## src/rtl/core/prts_pkg.sv

```systemverilog
// shared types and constants for the periodic task release scheduler
// no dependencies; every other file refers to it by scoped names
package prts_pkg;

   localparam int MAX_TASKS = 10;
   localparam int IDX_W     = (MAX_TASKS > 1) ? $clog2(MAX_TASKS) : 1;
   localparam int SLOT_W    = 4;
   localparam int PERIOD_W  = 16;
   localparam int TICK_W    = 32;
   localparam int OPT_W     = 16;
   localparam int CMD_W     = 3;
   localparam int DIV_CNT_W = $clog2(TICK_W);

   // apb side
   localparam int CSR_ADDR_W = 3;
   localparam int CSR_DATA_W = 32;

   typedef enum logic [0:0] {
      REG_OVERFLOWS_PER_TICK = 1'b0
   } reg_index_type;

   typedef enum logic [CMD_W-1:0] {
      OP_OVERFLOW = 3'd0,
      OP_CREATE   = 3'd1,
      OP_DELETE   = 3'd2,
      OP_RESUME   = 3'd3,
      OP_PAUSE    = 3'd4
   } op_type;

   typedef enum logic [1:0] {
      MODE_READY     = 2'd0,
      MODE_SUSPENDED = 2'd1,
      MODE_DELETED   = 2'd2
   } mode_type;

   typedef enum logic [1:0] {
      ST_IDLE,
      ST_CHECK,
      ST_DIV,
      ST_EMIT
   } state_type;

   // controller to datapath
   typedef struct packed {
      logic accept_en;   // input channel open
      logic scan_init;   // new tick: point at top slot, clear due mask
      logic div_start;   // launch remainder for current slot
      logic mark_due;    // record remainder result for current slot
      logic idx_dec;     // move to next lower slot
      logic idx_reload;  // back to top slot for the emit walk
      logic emit;        // load current slot into the output register
   } ctrl_cmd_type;

   // datapath to controller
   typedef struct packed {
      logic tick_done;   // offered word is an overflow that completes a tick
      logic eligible;    // current slot present, ready, nonzero period
      logic div_done;    // remainder finished this cycle
      logic idx_zero;    // current slot is slot 0
      logic mask_bit;    // current slot is due
      logic out_free;    // output register can take a word
   } ctrl_stat_type;

endpackage

```

## src/rtl/core/periodic_task_release_scheduler.sv

```systemverilog
// top level of the periodic task release scheduler: apb register decode,
// controller and datapath; depends on prts_pkg, prts_ctrl, prts_datapath
//
// Each request word is one command: an overflow event or an edit of one task
// slot (create, delete, resume, pause). Edits, and overflow events that do not
// complete a tick, yield no response word. An overflow that completes a tick
// bumps the 32-bit tick count and starts a scan: every slot is visited from the
// top index down; a slot that is present, ready and has a nonzero period goes
// through the serial remainder unit (tick count modulo period, one bit per
// cycle). A second walk then sends one response word per due slot, highest
// index first, with last set on the final one; a stalled consumer holds the
// walk. req_stall stays high for the whole scan; the response register lets the
// block take the next request while the final word still waits. The only
// register, overflows_per_tick at byte address 0, reloads the overflow
// countdown when written; write it only while the block is idle.
module periodic_task_release_scheduler (
   input  logic                              clock,
   input  logic                              reset,
   // request channel
   input  logic                              req_valid,
   output logic                              req_stall,
   input  logic [prts_pkg::CMD_W-1:0]        req_cmd,
   input  logic [prts_pkg::SLOT_W-1:0]       req_slot,
   input  logic [prts_pkg::PERIOD_W-1:0]     req_period,
   input  logic                              req_has_handler,
   // response channel
   output logic                              rsp_valid,
   input  logic                              rsp_stall,
   output logic [prts_pkg::SLOT_W-1:0]       rsp_due_slot,
   output logic [prts_pkg::TICK_W-1:0]       rsp_tick_value,
   output logic                              rsp_last,
   // apb register port
   input  logic                              psel,
   input  logic                              penable,
   input  logic                              pwrite,
   input  logic [prts_pkg::CSR_ADDR_W-1:0]   paddr,
   input  logic [prts_pkg::CSR_DATA_W-1:0]   pwdata,
   output logic [prts_pkg::CSR_DATA_W-1:0]   prdata,
   output logic                              pready
);

   prts_pkg::ctrl_cmd_type    cmd;
   prts_pkg::ctrl_stat_type   stat;
   prts_pkg::reg_index_type   reg_idx;
   logic                      cfg_write;
   logic [prts_pkg::OPT_W-1:0] cfg_opt;

   // register index from the word address
   assign reg_idx   = prts_pkg::reg_index_type'(paddr[prts_pkg::CSR_ADDR_W-1:2]);
   assign pready    = 1'b1;
   assign cfg_write = psel && penable && pwrite
                      && (reg_idx == prts_pkg::REG_OVERFLOWS_PER_TICK);

   always_comb begin
      unique case (reg_idx)
         prts_pkg::REG_OVERFLOWS_PER_TICK: prdata = prts_pkg::CSR_DATA_W'(cfg_opt);
         default:                          prdata = '0;
      endcase
   end

   // request channel is open only between ticks
   assign req_stall = !cmd.accept_en;

   prts_ctrl u_ctrl (
      .clock     (clock),
      .reset     (reset),
      .req_valid (req_valid),
      .stat      (stat),
      .cmd       (cmd)
   );

   prts_datapath u_dp (
      .clock           (clock),
      .reset           (reset),
      .req_valid       (req_valid),
      .req_cmd         (req_cmd),
      .req_slot        (req_slot),
      .req_period      (req_period),
      .req_has_handler (req_has_handler),
      .cfg_write       (cfg_write),
      .cfg_data        (pwdata[prts_pkg::OPT_W-1:0]),
      .cfg_opt         (cfg_opt),
      .cmd             (cmd),
      .stat            (stat),
      .rsp_valid       (rsp_valid),
      .rsp_stall       (rsp_stall),
      .rsp_due_slot    (rsp_due_slot),
      .rsp_tick_value  (rsp_tick_value),
      .rsp_last        (rsp_last)
   );

endmodule

```

## src/rtl/core/prts_rem.sv

```systemverilog
// serial remainder unit: tick count modulo a slot period, one bit a cycle
// depends on prts_pkg
module prts_rem (
   input  logic                          clock,
   input  logic                          reset,
   input  logic                          start,
   input  logic [prts_pkg::TICK_W-1:0]   dividend,
   input  logic [prts_pkg::PERIOD_W-1:0] divisor,
   output logic                          done,
   output logic                          rem_zero
);

   logic                              busy_ff, busy_in;
   logic                              done_ff, done_in;
   logic [prts_pkg::DIV_CNT_W-1:0]    cnt_ff, cnt_in;
   logic [prts_pkg::TICK_W-1:0]       dvd_ff, dvd_in;
   logic [prts_pkg::PERIOD_W-1:0]     dsr_ff, dsr_in;
   logic [prts_pkg::PERIOD_W-1:0]     rem_ff, rem_in;
   logic [prts_pkg::PERIOD_W:0]       trial;
   logic [prts_pkg::PERIOD_W:0]       diff;

   always_comb begin
      trial   = {rem_ff, dvd_ff[prts_pkg::TICK_W-1]};
      diff    = trial - {1'b0, dsr_ff};
      busy_in = busy_ff;
      done_in = 1'b0;
      cnt_in  = cnt_ff;
      dvd_in  = dvd_ff;
      dsr_in  = dsr_ff;
      rem_in  = rem_ff;
      if (start) begin
         busy_in = 1'b1;
         cnt_in  = '0;
         dvd_in  = dividend;
         dsr_in  = divisor;
         rem_in  = '0;
      end else if (busy_ff) begin
         // restoring step: partial remainder always stays below the divisor
         if (trial >= {1'b0, dsr_ff}) begin
            rem_in = diff[prts_pkg::PERIOD_W-1:0];
         end else begin
            rem_in = trial[prts_pkg::PERIOD_W-1:0];
         end
         dvd_in = {dvd_ff[prts_pkg::TICK_W-2:0], 1'b0};
         cnt_in = cnt_ff + 1'b1;
         if (cnt_ff == prts_pkg::DIV_CNT_W'(prts_pkg::TICK_W - 1)) begin
            busy_in = 1'b0;
            done_in = 1'b1;
         end
      end
   end

   always_ff @(posedge clock) begin
      if (reset) begin
         busy_ff <= 1'b0;
         done_ff <= 1'b0;
         cnt_ff  <= '0;
      end else begin
         busy_ff <= busy_in;
         done_ff <= done_in;
         cnt_ff  <= cnt_in;
      end
   end

   always_ff @(posedge clock) begin
      dvd_ff <= dvd_in;
      dsr_ff <= dsr_in;
      rem_ff <= rem_in;
   end

   assign done     = done_ff;
   assign rem_zero = (rem_ff == '0);

endmodule

```

## src/rtl/core/prts_datapath.sv

```systemverilog
// slot table, tick counter, overflow countdown, due mask and output register
// depends on prts_pkg and prts_rem
module prts_datapath (
   input  logic                            clock,
   input  logic                            reset,
   input  logic                            req_valid,
   input  logic [prts_pkg::CMD_W-1:0]      req_cmd,
   input  logic [prts_pkg::SLOT_W-1:0]     req_slot,
   input  logic [prts_pkg::PERIOD_W-1:0]   req_period,
   input  logic                            req_has_handler,
   input  logic                            cfg_write,
   input  logic [prts_pkg::OPT_W-1:0]      cfg_data,
   output logic [prts_pkg::OPT_W-1:0]      cfg_opt,
   input  prts_pkg::ctrl_cmd_type          cmd,
   output prts_pkg::ctrl_stat_type         stat,
   output logic                            rsp_valid,
   input  logic                            rsp_stall,
   output logic [prts_pkg::SLOT_W-1:0]     rsp_due_slot,
   output logic [prts_pkg::TICK_W-1:0]     rsp_tick_value,
   output logic                            rsp_last
);

   logic [prts_pkg::OPT_W-1:0]     opt_ff, opt_in;
   logic [prts_pkg::OPT_W-1:0]     cdown_ff, cdown_in;
   logic [prts_pkg::OPT_W-1:0]     cdown_dec;
   logic [prts_pkg::TICK_W-1:0]    tick_ff, tick_in;

   logic [prts_pkg::PERIOD_W-1:0]  period_ff  [prts_pkg::MAX_TASKS];
   logic                           present_ff [prts_pkg::MAX_TASKS];
   prts_pkg::mode_type             mode_ff    [prts_pkg::MAX_TASKS];

   logic [prts_pkg::IDX_W-1:0]     idx_ff, idx_in;
   logic [prts_pkg::MAX_TASKS-1:0] mask_ff, mask_in;

   logic                           rvalid_ff, rvalid_in;
   logic [prts_pkg::SLOT_W-1:0]    rslot_ff;
   logic [prts_pkg::TICK_W-1:0]    rtick_ff;
   logic                           rlast_ff;

   logic                           accept;
   logic                           slot_ok;
   logic [prts_pkg::IDX_W-1:0]     wr_idx;
   logic                           any_lower;
   logic                           div_done;
   logic                           rem_zero;

   assign accept    = req_valid && cmd.accept_en;
   assign cdown_dec = cdown_ff - 1'b1;
   assign slot_ok   = ({1'b0, req_slot} < (prts_pkg::SLOT_W + 1)'(prts_pkg::MAX_TASKS));
   assign wr_idx    = req_slot[prts_pkg::IDX_W-1:0];

   // countdown, tick counter and the single config register
   always_comb begin
      opt_in   = opt_ff;
      cdown_in = cdown_ff;
      tick_in  = tick_ff;
      if (cfg_write) begin
         opt_in   = cfg_data;
         cdown_in = cfg_data;
      end else if (accept && (req_cmd == prts_pkg::OP_OVERFLOW)) begin
         if (cdown_dec == '0) begin
            cdown_in = opt_ff;
            tick_in  = tick_ff + 1'b1;
         end else begin
            cdown_in = cdown_dec;
         end
      end
   end

   always_ff @(posedge clock) begin
      if (reset) begin
         opt_ff   <= prts_pkg::OPT_W'(1);
         cdown_ff <= prts_pkg::OPT_W'(1);
         tick_ff  <= '0;
      end else begin
         opt_ff   <= opt_in;
         cdown_ff <= cdown_in;
         tick_ff  <= tick_in;
      end
   end

   // slot table edits
   always_ff @(posedge clock) begin
      if (reset) begin
         for (int i = 0; i < prts_pkg::MAX_TASKS; i++) begin
            period_ff[i]  <= '0;
            present_ff[i] <= 1'b0;
            mode_ff[i]    <= prts_pkg::MODE_READY;
         end
      end else if (accept && slot_ok) begin
         case (req_cmd)
            prts_pkg::OP_CREATE: begin
               present_ff[wr_idx] <= req_has_handler;
               period_ff[wr_idx]  <= req_period;
               mode_ff[wr_idx]    <= prts_pkg::MODE_READY;
            end
            prts_pkg::OP_DELETE: begin
               mode_ff[wr_idx]    <= prts_pkg::MODE_DELETED;
               present_ff[wr_idx] <= 1'b0;
            end
            prts_pkg::OP_RESUME: begin
               mode_ff[wr_idx] <= prts_pkg::MODE_READY;
            end
            prts_pkg::OP_PAUSE: begin
               mode_ff[wr_idx] <= prts_pkg::MODE_SUSPENDED;
            end
            default: begin
            end
         endcase
      end
   end

   prts_rem u_rem (
      .clock    (clock),
      .reset    (reset),
      .start    (cmd.div_start),
      .dividend (tick_ff),
      .divisor  (period_ff[idx_ff]),
      .done     (div_done),
      .rem_zero (rem_zero)
   );

   // scan pointer and due mask
   always_comb begin
      idx_in  = idx_ff;
      mask_in = mask_ff;
      if (cmd.scan_init || cmd.idx_reload) begin
         idx_in = prts_pkg::IDX_W'(prts_pkg::MAX_TASKS - 1);
      end else if (cmd.idx_dec) begin
         idx_in = idx_ff - 1'b1;
      end
      if (cmd.scan_init) begin
         mask_in = '0;
      end else if (cmd.mark_due) begin
         mask_in[idx_ff] = rem_zero;
      end
   end

   always_ff @(posedge clock) begin
      if (reset) begin
         idx_ff  <= '0;
         mask_ff <= '0;
      end else begin
         idx_ff  <= idx_in;
         mask_ff <= mask_in;
      end
   end

   // nothing due below the current slot means this word closes the tick
   always_comb begin
      any_lower = 1'b0;
      for (int j = 0; j < prts_pkg::MAX_TASKS; j++) begin
         if ((j < int'(idx_ff)) && mask_ff[j]) begin
            any_lower = 1'b1;
         end
      end
   end

   // output register
   always_comb begin
      rvalid_in = rvalid_ff;
      if (cmd.emit) begin
         rvalid_in = 1'b1;
      end else if (!rsp_stall) begin
         rvalid_in = 1'b0;
      end
   end

   always_ff @(posedge clock) begin
      if (reset) begin
         rvalid_ff <= 1'b0;
      end else begin
         rvalid_ff <= rvalid_in;
      end
   end

   always_ff @(posedge clock) begin
      if (cmd.emit) begin
         rslot_ff <= prts_pkg::SLOT_W'(idx_ff);
         rtick_ff <= tick_ff;
         rlast_ff <= !any_lower;
      end
   end

   always_comb begin
      stat.tick_done = req_valid && (req_cmd == prts_pkg::OP_OVERFLOW)
                       && (cdown_dec == '0);
      stat.eligible  = present_ff[idx_ff] && (mode_ff[idx_ff] == prts_pkg::MODE_READY)
                       && (period_ff[idx_ff] != '0);
      stat.div_done  = div_done;
      stat.idx_zero  = (idx_ff == '0);
      stat.mask_bit  = mask_ff[idx_ff];
      stat.out_free  = !rvalid_ff || !rsp_stall;
   end

   assign cfg_opt        = opt_ff;
   assign rsp_valid      = rvalid_ff;
   assign rsp_due_slot   = rslot_ff;
   assign rsp_tick_value = rtick_ff;
   assign rsp_last       = rlast_ff;

endmodule

```

## src/rtl/core/prts_ctrl.sv

```systemverilog
// controller state machine: tick scan over the slots, then the emit walk
// depends on prts_pkg
module prts_ctrl (
   input  logic                    clock,
   input  logic                    reset,
   input  logic                    req_valid,
   input  prts_pkg::ctrl_stat_type stat,
   output prts_pkg::ctrl_cmd_type  cmd
);

   prts_pkg::state_type state_ff, state_in;

   always_comb begin
      state_in = state_ff;
      unique case (state_ff)
         prts_pkg::ST_IDLE: begin
            if (req_valid && stat.tick_done) begin
               state_in = prts_pkg::ST_CHECK;
            end
         end
         prts_pkg::ST_CHECK: begin
            if (stat.eligible) begin
               state_in = prts_pkg::ST_DIV;
            end else if (stat.idx_zero) begin
               state_in = prts_pkg::ST_EMIT;
            end
         end
         prts_pkg::ST_DIV: begin
            if (stat.div_done) begin
               state_in = stat.idx_zero ? prts_pkg::ST_EMIT : prts_pkg::ST_CHECK;
            end
         end
         prts_pkg::ST_EMIT: begin
            if (stat.idx_zero && (!stat.mask_bit || stat.out_free)) begin
               state_in = prts_pkg::ST_IDLE;
            end
         end
         default: state_in = prts_pkg::ST_IDLE;
      endcase
   end

   always_comb begin
      cmd = '0;
      unique case (state_ff)
         prts_pkg::ST_IDLE: begin
            cmd.accept_en = 1'b1;
            cmd.scan_init = req_valid && stat.tick_done;
         end
         prts_pkg::ST_CHECK: begin
            cmd.div_start  = stat.eligible;
            cmd.idx_dec    = !stat.eligible && !stat.idx_zero;
            cmd.idx_reload = !stat.eligible && stat.idx_zero;
         end
         prts_pkg::ST_DIV: begin
            cmd.mark_due   = stat.div_done;
            cmd.idx_dec    = stat.div_done && !stat.idx_zero;
            cmd.idx_reload = stat.div_done && stat.idx_zero;
         end
         prts_pkg::ST_EMIT: begin
            cmd.emit    = stat.mask_bit && stat.out_free;
            cmd.idx_dec = !stat.idx_zero && (!stat.mask_bit || stat.out_free);
         end
         default: begin
         end
      endcase
   end

   always_ff @(posedge clock) begin
      if (reset) begin
         state_ff <= prts_pkg::ST_IDLE;
      end else begin
         state_ff <= state_in;
      end
   end

endmodule

```

## config.mk

```make
export PLATFORM = sky130hd
export DESIGN_NAME = periodic_task_release_scheduler
export DESIGN_NICKNAME = d
export VERILOG_FILES = /design/src/rtl/core/prts_pkg.sv /design/src/rtl/core/periodic_task_release_scheduler.sv /design/src/rtl/core/prts_rem.sv /design/src/rtl/core/prts_datapath.sv /design/src/rtl/core/prts_ctrl.sv
export SDC_FILE = /design/constraint.sdc
export NUM_CORES = 1
export LEC_CHECK = 0
export ABC_AREA = 1
export BUFFER_PORTS_ARGS = -buffer_cell sky130_fd_sc_hd__buf_2
export CAP_MARGIN = 10
export CORE_ASPECT_RATIO = 1.5
export CORE_MARGIN = 2
export CORE_UTILIZATION = 48
export DETAILED_ROUTE_END_ITERATION = 12
export PLACE_DENSITY = 0.75
export SLEW_MARGIN = 0
export SYNTH_ARGS = -nofsm -noshare
export SYNTH_HDL_FRONTEND = slang
export SYNTH_SLANG_ARGS = --single-unit
```

## constraint.sdc

```tcl
create_clock -name clock -period 3.32 [get_ports clock]
set_input_delay 0.996 -clock clock [delete_from_list [all_inputs] [get_ports clock]]
set_output_delay 0.996 -clock clock [all_outputs]
set_load 0.005 [all_outputs]
```

==> results.tsv <==
stage	metric	value	unit
clock_network	CTS HTree Levels	2	
finish	storage element area	13800	um2
detailed_routing	WL per Instance	14.7	um
timing	max-slew violations	0	
logic_synthesis	Post-synth EDFFs	389	
worst_setup_path	critical path class	register to register	
worst_setup_path	CP Capture Type	register	
detailed_routing	routed via count	18400	
die	Top Ports	138	
power_and_ir_drop	net switching power	4.50	mW
power_and_ir_drop	Gate power share	19.8	%
power_and_ir_drop	power per cell area	565	nW/um2
clock_network	# hold bufs at CTS	0	
power_and_ir_drop	switching share of power	29.2	%
place	Inst Count DP	3598	
clock_network	Worst-path clk slew	0.06	ns
timing	Slew HR	39.1	%
clock_network	clk_lat worst skew	0.58	ns
global_routing	initial antenna violation count	0	
logic_synthesis	Synth warnings	0	
detailed_routing	drt via density	4.99	
finish	Area Growth Syn to Fin	13.7	%
worst_setup_path	most frequent CP cell	nand2_1	
place	routability cong.	0.948	
timing	period utilisation layout	87.0	%
die	Initial Utilization	48.4	%
worst_setup_path	Worst Path Max Fanout	37	
clock_network	Clock Tree Root	clkbuf_16	
logic_synthesis	Async SR Flop Fraction	0	%
worst_hold_path	hold crit path type	register to register	
worst_setup_path	slowest CP cell	inv_2	
worst_setup_path	Critical Path RT	3.75	ns
place	post-DP HPWL	36700	um
logic_synthesis	top cells by area, synth	edfxtp_1 49%, nand2_1 14%, dfxtp_1 8.7%	
clock_network	CTS tree	built	
detailed_routing	DRT antenna net count	0	
timing	fin crit period	2.89	ns
logic_synthesis	Mapped Area	23900	um2
die	die area	51700	um2
run	Max Cap Violations	0	
power_and_ir_drop	internal power	10.9	mW
place	Port Buffers	102	
logic_synthesis	Syn Inst Count	2768	
logic_synthesis	syn avg cell area	8.64	um2
power_and_ir_drop	Worst VDD drop	0.435	mV
timing	Peak Freq	0.346	GHz
timing	Fin Setup TNS	0	ns
worst_setup_path	Largest stage delay, worst path	0.48	ns
timing	final setup fails	0	
outcome	status	finished clean	
power_and_ir_drop	clock share of power	33.6	%
logic_synthesis	Synth cell types	51	
detailed_routing	Iteration-0 DRC Markers	983	
clock_network	CTS Buf Count	46	
finish	NumNets Final	3082	
timing	Final Skew	0.0187	ns
detailed_routing	DR DRC count	0	
logic_synthesis	post-synth top area cell	edfxtp_1	
timing	Final Hold Viols	0	
die	Die Wd	186	um
finish	multi-input logic area	8570	um2
worst_setup_path	CP startpoint kind	register	
clock_network	postcts setup bufs	0	
detailed_routing	Pre-Repair DR Iteration Count	5	
finish	most common cell after layout, fill and taps aside	nand2_1	
finish	layout cell share with drive strength beyond 1	8.35	%
finish	leading cell types in the layout, fill and taps excluded	880 x nand2_1, 389 x edfxtp_1, 362 x inv_1	
power_and_ir_drop	leak pwr	11.9	nW
global_routing	largest net degree at the start of global routing	94	
finish	Finished Layout Cells	3680	
global_routing	global-route wire length before repair	86500	um
clock_network	CTS sink cnt	493	
timing	setup repair after global routing missed its margin	false	
worst_setup_path	worst path cell trace	inv_4 -> buf_12 -> nand2_1 -> nand2_1 -> nand2_1 -> nand2_1 -> nand2_1 -> nand4_1 -> nor2_1 -> nand2_1 -> nor2_1 -> nand2_2 -> nand3_4 -> inv_2 -> nand2_1 -> nand2_1	
worst_setup_path	Critical Path AT	3.32	ns
global_routing	Congestion Overflow GR	0	
detailed_routing	Total Wirelength	54000	um
die	Rows	100	
global_routing	gr usage total	21.0	%
global_routing	vias in the first global route	17600	
logic_synthesis	flops & latches, synth	493	
logic_synthesis	Seq/Total Area, Yosys	57.5	%
logic_synthesis	ys flop type	edfxtp_1	
power_and_ir_drop	Reg power frac	46.6	%
clock_network	post_cts resized	0	
timing	slew at the pin with the worst max-slew slack	0.891	ns
power_and_ir_drop	total power	15.4	mW
die	core box area	49400	um2
clock_network	clk buf depth	3	
finish	final core occ	55.0	%
finish	ANT cells	0	
logic_synthesis	Synth top area share	48.8	%
die	Die Span Y	277	um
finish	Filler cells	4470	
through the flow:
stage	cell area [um2]	setup WS [ns]	hold WS [ns]
finish	27200	0.432	0.459
global route	27200	0.206	0.469
CTS	27200	0.390	0.464
detailed placement	25700	0.300	0.449
global placement	25700	0.366	0.448
floorplan	24400	0.102	0.403
cell usage after synthesis (14+ instances only):
| master | n |
|---|---|
| a21oi_1 | 107 |
| a31oi_1 | 14 |
| buf_2 | 48 |
| buf_4 | 26 |
| clkbuf_1 | 40 |
| dfxtp_1 | 104 |
| edfxtp_1 | 389 |
| ha_1 | 32 |
| inv_1 | 362 |
| nand2_1 | 880 |
| nand3_1 | 151 |
| nand4_1 | 26 |
| nor2_1 | 312 |
| nor3_1 | 25 |
| nor4_1 | 14 |
| o21ai_0 | 100 |
| xor2_1 | 42 |
per-layer routing:
layer / global-route usage (%) / routed length (um) / part of all wire [%]
met3: 3.02 / 2730 / 5.1
met1: 23.6 / 20600 / 38
met4: 8.16 / 1910 / 3.5
met2: 39.3 / 28800 / 53
met5: 0 / 0 / 0
logic make-up after synthesis:
kind of cell | Yosys count | share of synthesized area (%)
XOR/XNOR | 52 | 1.90
AND/OR/NAND/NOR | 1440 | 24.4
other | 2 | 0.0314
AO/OA/AOI/OAI | 252 | 5.67
adder cells (fa/ha/maj) | 33 | 1.76
buffers and inverters | 496 | 8.70
flip-flops | 493 | 57.5
path summary, 6_finish.rpt:
kind | cells past startpoint | slack, ns | start | end
setup / recovery | 16 | 0.43 | u_dp.idx_ff[0] | u_dp.u_rem.dvd_ff[10]
hold reg to reg | 0 | 0.46 | u_dp.tick_ff[2] | u_dp.rsp_tick_value[2]
hold / removal | 0 | 0.46 | u_dp.tick_ff[2] | u_dp.rsp_tick_value[2]
setup reg to reg | 16 | 0.43 | u_dp.idx_ff[0] | u_dp.u_rem.dvd_ff[10]
flip-flops by register name, summed over array words and instances, names as in the netlist:
signal and cells:
u_dp.rsp_valid 1, u_dp.u_rem.cnt_ff 5, u_dp.tick_ff 32, u_dp.u_rem.busy_ff 1, u_dp.idx_ff 4, u_dp.u_rem.done 1, u_dp.rsp_tick_value 32, u_dp.u_rem.dsr_ff 16
u_dp.mode_ff 32, u_dp.cfg_opt 16, u_dp.present_ff 16, u_dp.rsp_last 1, u_dp.mask_ff 10, u_dp.rsp_due_slot 4, u_ctrl.state_ff 2, u_dp.period_ff 256
u_dp.u_rem.rem_ff 16, u_dp.cdown_ff 16, u_dp.u_rem.dvd_ff 32
area by class of cell:
cell class / instances / share of cell area [%]
sequential: 493 / 50.6
timing repair buffer: 162 / 4.31
inverter: 372 / 5.14
tap: 663 / 3.05
clock buffer: 57 / 4.53
clock inverter: 25 / 0.842
multi-input combinational: 1908 / 31.5
critical path, delay by kind of cell (launching register included):
kind,cells,cell delay (ns)
and+or+nand+nor,13,1.35
DFF,1,0.37
buffers and inverters,3,1.01
power by group through the flow:
stage          Combinational (mW)  Sequential, mW  Clock (mW)
4_1_cts                      3.05            7.16        5.24
5_1_grt                      3.46            7.20        5.45
2_1_floorplan                2.25            7.23           0
3_5_place_dp                 3.03            7.29           0
6_report                     3.04            7.16        5.17
3_3_place_gp                 2.97            7.28           0
No activity file was read; power rests on OpenSTA's default activity.
